`src/rtl/core/kele_pkg.sv`:
```
// package for the keyed entry list engine: sizes, codes and beat types
// shared by kele_split and keyed_entry_list_engine_unit
// no dependencies
package kele_pkg;

	// list store size
	localparam int DEPTH  = 64;
	localparam int ADDR_W = $clog2(DEPTH);
	localparam int CNT_W  = $clog2(DEPTH + 1);

	// field widths
	localparam int ACTION_W = 3;
	localparam int VALUE_W  = 27;
	localparam int MODEL_W  = 17;
	localparam int SPEED_W  = 10;
	localparam int STATUS_W = 2;
	localparam int COUNT_W  = 7;

	// decimal split: value / 1000 through a reciprocal multiply
	localparam int SCALE    = 1000;
	localparam int SCALE_W  = 10;
	localparam int RECIP_SH = 37;
	localparam int RECIP_W  = 28;
	localparam logic [RECIP_W-1:0] RECIP = RECIP_W'(
		((64'd1 << RECIP_SH) + 64'(SCALE) - 64'd1) / 64'(SCALE));
	localparam int PROD_W = VALUE_W + RECIP_W;
	localparam int QUOT_W = PROD_W - RECIP_SH;

	// action codes
	localparam logic [ACTION_W-1:0] ACT_APPEND   = 3'd0;
	localparam logic [ACTION_W-1:0] ACT_PREPEND  = 3'd1;
	localparam logic [ACTION_W-1:0] ACT_DELETE   = 3'd2;
	localparam logic [ACTION_W-1:0] ACT_ENDS     = 3'd3;
	localparam logic [ACTION_W-1:0] ACT_EXTREMES = 3'd4;

	// status codes
	localparam logic [STATUS_W-1:0] ST_OK        = 2'd0;
	localparam logic [STATUS_W-1:0] ST_FULL      = 2'd1;
	localparam logic [STATUS_W-1:0] ST_NOT_FOUND = 2'd2;
	localparam logic [STATUS_W-1:0] ST_EMPTY     = 2'd3;

	// request beat
	typedef struct packed {
		logic [ACTION_W-1:0] action;
		logic [VALUE_W-1:0]  entry_value;
		logic [MODEL_W-1:0]  model;
		logic [SPEED_W-1:0]  speed;
	} kele_req_t;

	// response beat
	typedef struct packed {
		logic [STATUS_W-1:0] status;
		logic [COUNT_W-1:0]  count;
		logic [VALUE_W-1:0]  first_entry;
		logic [VALUE_W-1:0]  second_last_entry;
		logic [MODEL_W-1:0]  fastest_model;
		logic [SPEED_W-1:0]  fastest_speed;
		logic [MODEL_W-1:0]  slowest_model;
		logic [SPEED_W-1:0]  slowest_speed;
	} kele_rsp_t;

	// split unit output: quotient and remainder by 1000
	typedef struct packed {
		logic               valid;
		logic [QUOT_W-1:0]  quot;
		logic [SPEED_W-1:0] rem;
	} kele_split_t;

endpackage

```
`src/rtl/core/kele_split.sv`:
```
// two-stage split of a packed entry into model (value / 1000) and speed (value % 1000)
// depends on kele_pkg
module kele_split (
	input  logic                    clk,
	input  logic                    arst_n,
	input  logic                    valid,
	input  logic [kele_pkg::VALUE_W-1:0] value,
	output kele_pkg::kele_split_t   res
);
	import kele_pkg::*;

	logic               valid_s1;
	logic [PROD_W-1:0]  prod_s1;
	logic [VALUE_W-1:0] value_s1;
	logic               valid_s2;
	logic [QUOT_W-1:0]  quot_s2;
	logic [SPEED_W-1:0] rem_s2;

	logic [QUOT_W-1:0]         quot;
	logic [QUOT_W+SCALE_W-1:0] back;
	logic [VALUE_W-1:0]        diff;

	// quotient from the product, remainder by subtracting quot * 1000
	assign quot = prod_s1[PROD_W-1:RECIP_SH];
	assign back = quot * SCALE_W'(SCALE);
	assign diff = value_s1 - back[VALUE_W-1:0];

	// valid bits
	always_ff @(posedge clk or negedge arst_n) begin
		if (!arst_n) begin
			valid_s1 <= 1'b0;
			valid_s2 <= 1'b0;
		end else begin
			valid_s1 <= valid;
			valid_s2 <= valid_s1;
		end
	end

	// data stages
	always_ff @(posedge clk) begin
		prod_s1  <= PROD_W'(value) * PROD_W'(RECIP);
		value_s1 <= value;
		quot_s2  <= quot;
		rem_s2   <= diff[SPEED_W-1:0];
	end

	assign res.valid = valid_s2;
	assign res.quot  = quot_s2;
	assign res.rem   = rem_s2;

endmodule

```
`src/rtl/core/keyed_entry_list_engine_unit.sv`:
```
// top level of the keyed entry list engine: entry store, sequencer, response register
// depends on kele_pkg and kele_split
//
// Usage: a request beat on req (req_valid/req_ready) carries one action: append,
// prepend, delete by model, query ends or query extremes. Each request yields
// exactly one response beat on rsp (rsp_valid/rsp_ready) with status and count.
// The block works on one request at a time; req_ready is high only while the
// sequencer is idle. Prepend moves each held entry up one store place, one per
// cycle; query extremes and delete scan every entry, one per cycle, through the
// split unit, and a delete hit then moves each entry after the hit down one place.
// The store has one write and one read port with registered read data; scans
// go through that port and the shared divide-by-1000 unit, and moves go through
// the store ports alone.
// The response sits in an output register: a new request is taken while the
// last response still waits, and the sequencer holds its next response until
// the receiver takes the old one. Reset empties the list (count zero) and
// drops any pending response; the store itself is not cleared.
module keyed_entry_list_engine_unit (
	input  logic                 clk,
	input  logic                 arst_n,
	input  logic                 req_valid,
	output logic                 req_ready,
	input  kele_pkg::kele_req_t  req,
	output logic                 rsp_valid,
	input  logic                 rsp_ready,
	output kele_pkg::kele_rsp_t  rsp
);
	import kele_pkg::*;

	// sequencer states
	localparam logic [2:0] S_IDLE     = 3'd0;
	localparam logic [2:0] S_SCAN     = 3'd1;
	localparam logic [2:0] S_SHIFT_UP = 3'd2;
	localparam logic [2:0] S_SHIFT_DN = 3'd3;
	localparam logic [2:0] S_ENDS_A   = 3'd4;
	localparam logic [2:0] S_ENDS_B   = 3'd5;
	localparam logic [2:0] S_ENDS_C   = 3'd6;
	localparam logic [2:0] S_RESP     = 3'd7;

	logic [2:0] state_q;

	// entry store
	logic [VALUE_W-1:0] mem [DEPTH];
	logic [VALUE_W-1:0] rd_q;
	logic [ADDR_W-1:0]  ra;
	logic               we;
	logic [ADDR_W-1:0]  wa;
	logic [VALUE_W-1:0] wd;

	// list and sequencer state
	logic [CNT_W-1:0]    cnt_q;
	logic [CNT_W-1:0]    iss_q;
	logic [CNT_W-1:0]    ret_q;
	logic [CNT_W-1:0]    sp_q;
	logic [ADDR_W-1:0]   hit_q;
	logic                found_q;
	logic [ACTION_W-1:0] act_q;
	logic [MODEL_W-1:0]  key_q;
	logic [VALUE_W-1:0]  pk_q;
	logic                rv_s1;
	logic                wv_s1;
	logic [ADDR_W-1:0]   wa_s1;

	// running extremes
	logic [QUOT_W-1:0]  fq_q;
	logic [SPEED_W-1:0] fr_q;
	logic [QUOT_W-1:0]  sq_q;
	logic [SPEED_W-1:0] sr_q;

	// result in progress and output register
	kele_rsp_t res_q;
	kele_rsp_t res_init;
	kele_rsp_t rsp_next;
	kele_rsp_t rsp_q;
	logic      rsp_valid_q;

	kele_split_t sp_res;

	logic accept;
	logic full;
	logic issue;
	logic [VALUE_W+SCALE_W-1:0] pk_wide;

	assign req_ready = (state_q == S_IDLE);
	assign accept    = req_valid && req_ready;
	assign full      = (cnt_q == CNT_W'(DEPTH));
	assign issue     = (state_q == S_SCAN) && (iss_q < cnt_q);
	assign pk_wide   = (VALUE_W+SCALE_W)'(req.model) * SCALE_W'(SCALE)
		+ (VALUE_W+SCALE_W)'(req.speed);

	// shared divide-by-1000 unit
	kele_split u_split (
		.clk   (clk),
		.arst_n(arst_n),
		.valid (rv_s1),
		.value (rd_q),
		.res   (sp_res)
	);

	// read address per state
	always_comb begin
		unique case (state_q)
			S_SCAN:     ra = iss_q[ADDR_W-1:0];
			S_SHIFT_UP: ra = ADDR_W'(sp_q - CNT_W'(1));
			S_SHIFT_DN: ra = ADDR_W'(sp_q);
			S_ENDS_B:   ra = ADDR_W'(cnt_q - CNT_W'(2));
			default:    ra = '0;
		endcase
	end

	// write port: moved entry, appended entry, or new head
	always_comb begin
		we = 1'b0;
		wa = '0;
		wd = rd_q;
		if (wv_s1) begin
			we = 1'b1;
			wa = wa_s1;
		end else if (accept && req.action == ACT_APPEND && !full) begin
			we = 1'b1;
			wa = cnt_q[ADDR_W-1:0];
			wd = req.entry_value;
		end else if (state_q == S_SHIFT_UP && sp_q == '0) begin
			we = 1'b1;
			wa = '0;
			wd = pk_q;
		end
	end

	// store array
	always_ff @(posedge clk) begin
		if (we)
			mem[wa] <= wd;
		rd_q <= mem[ra];
	end

	// cleared result with the status known at request time
	always_comb begin
		res_init = '0;
		case (req.action) inside
			ACT_APPEND, ACT_PREPEND:
				res_init.status = full ? ST_FULL : ST_OK;
			ACT_DELETE, ACT_ENDS, ACT_EXTREMES:
				res_init.status = (cnt_q == '0) ? ST_EMPTY : ST_OK;
			default:
				res_init.status = ST_OK;
		endcase
	end

	// result with the count after the item
	always_comb begin
		rsp_next       = res_q;
		rsp_next.count = COUNT_W'(cnt_q);
	end

	// sequencer control
	always_ff @(posedge clk or negedge arst_n) begin
		if (!arst_n) begin
			state_q     <= S_IDLE;
			cnt_q       <= '0;
			iss_q       <= '0;
			ret_q       <= '0;
			sp_q        <= '0;
			found_q     <= 1'b0;
			rv_s1       <= 1'b0;
			wv_s1       <= 1'b0;
			rsp_valid_q <= 1'b0;
		end else begin
			rv_s1 <= issue;
			wv_s1 <= (state_q == S_SHIFT_UP && sp_q != '0)
				|| (state_q == S_SHIFT_DN && sp_q < cnt_q);
			if (state_q == S_RESP && (!rsp_valid_q || rsp_ready))
				rsp_valid_q <= 1'b1;
			else if (rsp_ready)
				rsp_valid_q <= 1'b0;

			unique case (state_q)
				S_IDLE: begin
					if (accept) begin
						iss_q   <= '0;
						ret_q   <= '0;
						found_q <= 1'b0;
						sp_q    <= cnt_q;
						case (req.action) inside
							ACT_APPEND, ACT_PREPEND: begin
								if (full)
									state_q <= S_RESP;
								else if (req.action == ACT_APPEND) begin
									cnt_q   <= cnt_q + CNT_W'(1);
									state_q <= S_RESP;
								end else
									state_q <= S_SHIFT_UP;
							end
							ACT_DELETE, ACT_EXTREMES:
								state_q <= (cnt_q == '0) ? S_RESP : S_SCAN;
							ACT_ENDS:
								state_q <= (cnt_q == '0) ? S_RESP : S_ENDS_A;
							default:
								state_q <= S_RESP;
						endcase
					end
				end
				S_SCAN: begin
					if (issue)
						iss_q <= iss_q + CNT_W'(1);
					if (sp_res.valid) begin
						ret_q <= ret_q + CNT_W'(1);
						if (act_q == ACT_DELETE && !found_q
							&& sp_res.quot == QUOT_W'(key_q))
							found_q <= 1'b1;
					end
					if (ret_q == cnt_q) begin
						if (act_q == ACT_DELETE && found_q) begin
							sp_q    <= CNT_W'(hit_q) + CNT_W'(1);
							state_q <= S_SHIFT_DN;
						end else
							state_q <= S_RESP;
					end
				end
				S_SHIFT_UP: begin
					if (sp_q != '0)
						sp_q <= sp_q - CNT_W'(1);
					else if (!wv_s1) begin
						cnt_q   <= cnt_q + CNT_W'(1);
						state_q <= S_RESP;
					end
				end
				S_SHIFT_DN: begin
					if (sp_q < cnt_q)
						sp_q <= sp_q + CNT_W'(1);
					else if (!wv_s1) begin
						cnt_q   <= cnt_q - CNT_W'(1);
						state_q <= S_RESP;
					end
				end
				S_ENDS_A: state_q <= S_ENDS_B;
				S_ENDS_B: state_q <= S_ENDS_C;
				S_ENDS_C: state_q <= S_RESP;
				S_RESP: begin
					if (!rsp_valid_q || rsp_ready)
						state_q <= S_IDLE;
				end
				default: state_q <= S_IDLE;
			endcase
		end
	end

	// request fields, scan tracking, result build-up
	always_ff @(posedge clk) begin
		wa_s1 <= (state_q == S_SHIFT_UP) ? ADDR_W'(sp_q)
			: ADDR_W'(sp_q - CNT_W'(1));

		if (accept) begin
			act_q <= req.action;
			key_q <= req.model;
			pk_q  <= pk_wide[VALUE_W-1:0];
			res_q <= res_init;
		end

		// first match and running extremes from the split unit
		if (state_q == S_SCAN && sp_res.valid) begin
			if (act_q == ACT_DELETE && !found_q && sp_res.quot == QUOT_W'(key_q))
				hit_q <= ret_q[ADDR_W-1:0];
			if (ret_q == '0 || sp_res.rem > fr_q) begin
				fq_q <= sp_res.quot;
				fr_q <= sp_res.rem;
			end
			if (ret_q == '0 || sp_res.rem < sr_q) begin
				sq_q <= sp_res.quot;
				sr_q <= sp_res.rem;
			end
		end

		// scan outcome
		if (state_q == S_SCAN && ret_q == cnt_q) begin
			if (act_q == ACT_DELETE) begin
				if (!found_q)
					res_q.status <= ST_NOT_FOUND;
			end else begin
				res_q.fastest_model <= fq_q[MODEL_W-1:0];
				res_q.fastest_speed <= fr_q;
				res_q.slowest_model <= sq_q[MODEL_W-1:0];
				res_q.slowest_speed <= sr_q;
			end
		end

		// head and second-to-last entry
		if (state_q == S_ENDS_B)
			res_q.first_entry <= rd_q;
		if (state_q == S_ENDS_C)
			res_q.second_last_entry <= (cnt_q >= CNT_W'(2)) ? rd_q : '0;

		// response register
		if (state_q == S_RESP && (!rsp_valid_q || rsp_ready))
			rsp_q <= rsp_next;
	end

	assign rsp_valid = rsp_valid_q;
	assign rsp       = rsp_q;

endmodule

```
`config.mk`:
```
export PLATFORM = sky130hd
export DESIGN_NAME = keyed_entry_list_engine_unit
export DESIGN_NICKNAME = d
export VERILOG_FILES = /design/src/rtl/core/kele_pkg.sv /design/src/rtl/core/kele_split.sv /design/src/rtl/core/keyed_entry_list_engine_unit.sv
export SDC_FILE = /design/constraint.sdc
export NUM_CORES = 2
export LEC_CHECK = 0
export ABC_AREA = 1
export BUFFER_PORTS_ARGS = -buffer_cell sky130_fd_sc_hd__buf_2
export CORE_MARGIN = 5
export CORE_UTILIZATION = 65
export DETAILED_ROUTE_END_ITERATION = 12
export MAX_ROUTING_LAYER = met4
export PLACE_DENSITY = 0.82
export SYNTH_ARGS = -nofsm -noshare
export SYNTH_HDL_FRONTEND = slang
export SYNTH_SLANG_ARGS = --single-unit
```
`constraint.sdc`:
```
create_clock -name clk -period 14.97 [get_ports clk]
set_input_delay 0 -clock clk [delete_from_list [all_inputs] [get_ports clk]]
set_output_delay 0 -clock clk [all_outputs]
set_load 0.02 [all_outputs]
```
### Word level (Yosys, flattened, before mapping)

Memories as Yosys holds them, arrays and structs flattened. A register that Yosys moved wholly into a read port is not among the register bits.
Index checks and enable logic that the tools add are counted.

| storage, ports and cells | value |
|---|---|
| RAM bits | 1,728 |
| memories | 1 |
| output and inout port bits | 119 |
| register bits after elaboration | 469 |
| logic and storage cells | 199 |
| input port bits | 61 |

| cells by class | value |
|---|---|
| multipliers | 3 |
| reduce and logical (&&, ||, !) cells | 44 |
| $lt $le $gt $ge | 5 |
| muxes and demuxes | 66 |
| add/sub/neg operators | 10 |
| eq/ne operators | 31 |

Memories:

| name | words | width | read ports | clocked after memory_dff | write ports | line | source |
|---|---|---|---|---|---|---|---|
| mem | 64 | 27 | 1 | 1 | 1 | keyed_entry_list_engine_unit.sv:43 | `logic [VALUE_W-1:0] mem [DEPTH];` |

Operator list:

| operator | number |
|---|---|
| $mux W27 | 6 |
| $mux W117 | 1 |
| $mux W7 | 16 |
| $mux W54 | 2 |
| $mul A27 B27 Y54 const B | 1 |
| $mux W3 | 12 |
| $add A7 B1 Y7 const B | 4 |
| $pmux W7 S2 | 2 |
| $pmux W7 S4 | 1 |
| $add A27 B10 Y27 | 1 |
| $mul A17 B7 Y24 const B | 1 |
| $pmux W3 S8 | 1 |
| $pmux W6 S4 | 1 |
| $logic_not A7 Y1 | 3 |
| $pmux W7 S3 | 1 |
| $eq A18 B17 Y1 | 1 |
| $mul A18 B7 Y7 const B | 1 |
| $mux W6 | 3 |
| $ne A2 B2 Y1 const B | 9 |
| $mux W2 | 8 |
| $eq A3 B2 Y1 const B | 5 |
| $eq A3 B3 Y1 const B | 5 |
| $lt A7 B7 Y1 | 2 |
| $ne A2 B1 Y1 const B | 7 |
| 28 further kinds | 65 |

### Depth between registers and ports, before layout

| logic depth | value |
|---|---|
| word-level depth | 8 |
| depth in mapped cells | 25 |
| mapped depth without buffers | 25 |

### Hierarchy

A second synthesis with hierarchy kept.

| second synthesis, totals | value |
|---|---|
| cell total of the unflattened synthesis | 10,704 |
| area total of the unflattened synthesis | 108,411.5 um^2 |

Modules (own cells, without submodules):

| module | area each (um^2) | seq. area each (um^2) | cells an instance | times used |
|---|---|---|---|---|
| keyed_entry_list_engine_unit | 94,369.3 | 62,895.3 | 9,045 | 1 |
| kele_split | 14,042.2 | 1,171.1 | 1,659 | 1 |

### Least setup slack after synthesis

Ideal clock, no wire load.

| path | value |
|---|---|
| path kind | reg-to-reg |
| from | reg state_q[0] |
| to | reg rsp_q (netlist bit rsp[0]), enable pin |
| setup time | 595 ps |
| buffers on the path | 1 |
| stages on the path, launching flop included | 6 |
| period minus slack after synthesis | 6,282 ps |
| slack | 8,688 ps |
| data required time | 14,375 ps |
| arrival time | 5,687 ps |
| path through | dfrtp_1 buf_4 nand2_1 nor2_1 inv_1 nor2_1 |

| between the ends | value |
|---|---|
| word-level cells in the longest chain between the ends | 2 |

Ends and longest elaborated chain:

| what | line | source |
|---|---|---|
| from (decl) | keyed_entry_list_engine_unit.sv:40 | `logic [2:0] state_q;` |
| from (signal assigned) | keyed_entry_list_engine_unit.sv:195 | `state_q <= (cnt_q == '0) ? S_RESP : S_SCAN;` |
| from (signal assigned) | keyed_entry_list_engine_unit.sv:197 | `state_q <= (cnt_q == '0) ? S_RESP : S_ENDS_A;` |
| $eq A3 B3 Y1 | keyed_entry_list_engine_unit.sv:294 | `if (state_q == S_RESP && (!rsp_valid_q \|\| rsp_ready))` |
| $logic_and A1 B1 Y1 | keyed_entry_list_engine_unit.sv:294 |  |
| to (signal assigned) | keyed_entry_list_engine_unit.sv:295 | `rsp_q <= rsp_next;` |
| to (decl) | keyed_entry_list_engine_unit.sv:74 | `kele_rsp_t rsp_q;` |

Every way passes these cells.
A chain may end at the register's enable or synchronous reset.

### Final worst setup path

| path | value |
|---|---|
| from | reg state_q[1] |
| to | reg rd_q[0] (read register of mem) |

| between the ends | value |
|---|---|
| word-level cells in the longest chain between the ends | 2 |
| elaborated cells on any way between the ends | 5 |
| those cells by class | 4 x eq/ne; 1 x mux |

Ends and longest elaborated chain:

| what | line | source |
|---|---|---|
| $eq A3 B3 Y1, or another cell as far along | keyed_entry_list_engine_unit.sv:102 | `unique case (state_q)` |
| $pmux W6 S4 * | keyed_entry_list_engine_unit.sv:102 |  |
| to (decl) | keyed_entry_list_engine_unit.sv:44 | `logic [VALUE_W-1:0] rd_q;` |

Mark *: on every way between the ends. The rest lies on a longest branch, timed or not.

==> results.yml <==
global_route:
  grt_pass1_wl_mm: 459
  grt_usage_pct: 36.0
  grt_overflow: 0
  antenna_found_initial: 8
  grt_pass1_vias: 75900
  grt_max_degree: 192
worst_setup_path:
  reg2reg_slack_ns: 8.53
  rr_worst_depth: 18
  crit_type: "reg -> reg"
  cp_common_cell: "nand3_1"
  worstPathMaxFanout: 90
  rr_startpoint: "state_q[1]"
  cp_data_required_time_ns: 15.72
  path_cells: "inv_4, nor2_4, inv_2, nor2_8, ha_1, nor2_1, nand2_8, buf_4, buf_4, buf_4, nand3_1, nand2_1, nand2_1, nand3_1, nand3_1, nand3_1, nand3_1, nand2_1"
  crit_start: "state_q[1]"
  cp_slowest_cell: "buf_4"
  startpoint_type: "flip-flop"
  r2r_end: "rd_q[0]"
  critical-path-max-stage-delay_ns: 0.92
  cp.arrival_ns: 7.19
  end_kind: "flip-flop"
min_path:
  worstHoldPathCells: 4
  hold_end: "mem[52][9]"
  worstHoldStart: "req[36]"
  hold_path_class: "in -> reg"
cts:
  h-tree-depth: 4
  clock_latency_ns: 0.90
  post_cts_resized: 0
  tritoncts: "yes"
  cts_inserted_buffers: 207
  cts.clk_slew.worst_paths_ns: 0.06
  root_buffer: "clkbuf_16"
  cts.sinks: 2188
  clockBufferDepth: 3
timing:
  setup_violations: 0
  drv_slew: 0
  finClkSkew_ns: 0.0779
  fmax_mhz: 155
  rsz0062_at_grt: "no"
  min_period_ns: 6.44
  worst_slew_pin_slew_ns: 1.15
  timing.final.crit_share_pct: 43.0
  final_hold_viol_count: 0
  tns_ns: 0
  max_slew_margin_pct: 23.1
drt:
  drt_pass1_iterations: 10
  via_per_inst: 6.19
  wl_mm: 307
  vias: 77700
  drc_errors: 0
  detail_route.wl_per_cell_um: 24.5
  antenna_left: 0
  drt_iter0_markers: 11500
synthesis:
  synth_flop_cell: "edfxtp_1"
  synth.top_cell.area_share_pct: 55.8
  synth_seq_area_share_pct: 59.4
  syn_avg_cell_area_sq_um: 10.7
  synth_edf_count: 2006
  async_flop_share_pct: 1.69
  syn_inst: 10100
  synth.distinct_cells: 58
  synth_warnings: 0
  ys_ff_latch: 2188
  netlist_area_sq_mm: 0.108
  yosysTopAreaCell: "edfxtp_1"
  synth_nets: 10900
  synth_area_leaders: "edfxtp_1 56%, nand3_1 8.4%, nand2_1 7.9%, fa_1 5.4%, ha_1 4.8%"
layout:
  layout-area-overhead-vs-synth_pct: 9.52
  num-nets-final: 11000
  post_route_cells_drive_above_1_share_pct: 7.50
  n_fill_cell: 10900
placement:
  port_buffers: 179
  hpwlAfterDp_mm: 184
  globalplace.congestion: 0.981
floorplan:
  pin_count: 180
  initial_core_util_pct: 65.4
  fp-row-count: 149
  die_w_um: 417
  die_area_sq_mm: 0.174
  coreArea_sq_mm: 0.165
  die_h_um: 417
run:
  cap_violations: 0
outcome:
  outcome: "completed"
## cell type report
type                    count  area, sq um  area share, %
clock buffers             268         5560           4.71
multi-input cells        6073        37000           31.3
flip-flops and latches   2188        64100           54.2
inverters                1336         5040           4.27
diodes                      4         10.0        0.00847
well taps                2189         2740           2.32
clock inverters           108         1030          0.875
repair buffers            390         2730           2.31
## how the worst max path moves through the flow
stage | to | slack, ns
3_5_place_dp | rd_q[0] | 8.79
2_1_floorplan | rsp[0] | 8.69
4_1_cts | rd_q[0] | 8.80
6_report | rd_q[0] | 8.53
3_3_place_gp | rd_q[9] | 8.90
5_1_grt | rd_q[0] | 8.32
## cell usage in the layout, fill, tap and decap left out, types with 6 or more instances in the layout
cell	netlist	routed
nor3_1	58	57
inv_2	12	12
nand2_1	2257	2257
clkbuf_8	0	11
nand3b_1	411	411
clkbuf_16	0	209
a31oi_4	0	27
buf_2	391	179
ha_1	410	410
a31oi_1	39	11
bufinv_16	0	12
nand3_1	1810	1809
nor2_2	6	68
xnor2_1	26	26
o21ai_0	166	166
clkbuf_1	84	48
a21oi_1	125	123
buf_12	0	10
fa_1	289	289
o211ai_1	9	9
clkinv_1	2	42
dfxtp_1	145	145
dlygate4sd3_1	0	48
o21bai_1	11	11
a21o_1	10	10
inv_1	1319	1318
or2_2	10	10
clkinv_16	0	6
dfrtp_1	37	37
clkinv_2	0	33
edfxtp_1	2006	2006
nand4_1	44	44
nor2_1	288	224
xor2_1	44	44
buf_4	12	153
## cells in the mapped netlist (22+ instances only)
master and instances:
edfxtp_1 2006, dfxtp_1 145, o21ai_0 166, nand4_1 44, fa_1 289, buf_1 22, a31oi_1 39, nand2_1 2257
xor2_1 44, buf_2 391, dfrtp_1 37, inv_1 1319, nand3b_1 411, nand3_1 1810, clkbuf_1 84, nor3_1 58
xnor2_1 26, nor2_1 288, a21oi_1 125, ha_1 410
## critical path: cells and delay by family, from the launching register on
family / cells / cell delay [ns]
adder cells (fa/ha/maj): 1 / 0.24
flip-flops: 1 / 0.63
AND/OR/NAND/NOR: 12 / 2.28
buffers and inverters: 5 / 2.88
## kinds of logic (layout without fill, tap and decap cells)
logic type      count (synthesis)  count (layout)  share of synthesized area (%)
compound gates                394             394                           2.04
xor+xnor                       71              71                          0.583
fa+ha+maj                     699             699                           10.1
buf+inv                      1847            2102                           6.94
flops                        2188            2188                           59.4
other cells                     0               4                              0
simple gates                 4909            4909                           20.9
## layer usage
metal  wire length [um]  GRT usage, %
met1             113000          48.1
met2             139000          53.8
met3              38600          7.67
met4              15800          16.4
met5                  0             -
## sequential cells by signal (all words and copies together) (netlist names), 6 cells and up
signal            count
u_split.quot_s2      18
pk_q                 27
rsp                 117
rd_q                 27
fr_q                 10
iss_q                 7
key_q                17
cnt_q                 7
u_split.rem_s2       10
ret_q                 7
sq_q                 17
u_split.prod_s1      18
hit_q                 6
wa_s1                 6
res_q               110
sr_q                 10
fq_q                 17
u_split.value_s1     10
mem                1728
sp_q                  7
## timing repair
action | CTS | global route
endpoints found under the hold margin | 86 | 0
setup endpoints to repair | 0 | 0
hold buffers | 49 | 0
buffers inserted | 0 | 0
## per-stage QoR
| stage | instances | hold slack (ns) | area, sq um | util (%) | worst slack (ns) |
|---|---|---|---|---|---|
| 4_1_cts | 12600 | 0.0111 | 118000 | 71.6 | 8.80 |
| 6_report | 12600 | 0.0874 | 118000 | 71.6 | 8.53 |
| 5_1_grt | 12600 | 0.0578 | 118000 | 71.6 | 8.32 |
| 3_3_place_gp | 12100 | 0.178 | 111000 | 67.3 | 8.90 |
| 2_1_floorplan | 10100 | -0.296 | 108000 | - | 8.69 |
| 3_5_place_dp | 12100 | 0.178 | 111000 | 67.3 | 8.79 |
Power is not shown: default switching activity piles up to over one toggle a cycle in this logic, so the estimate is an artifact.
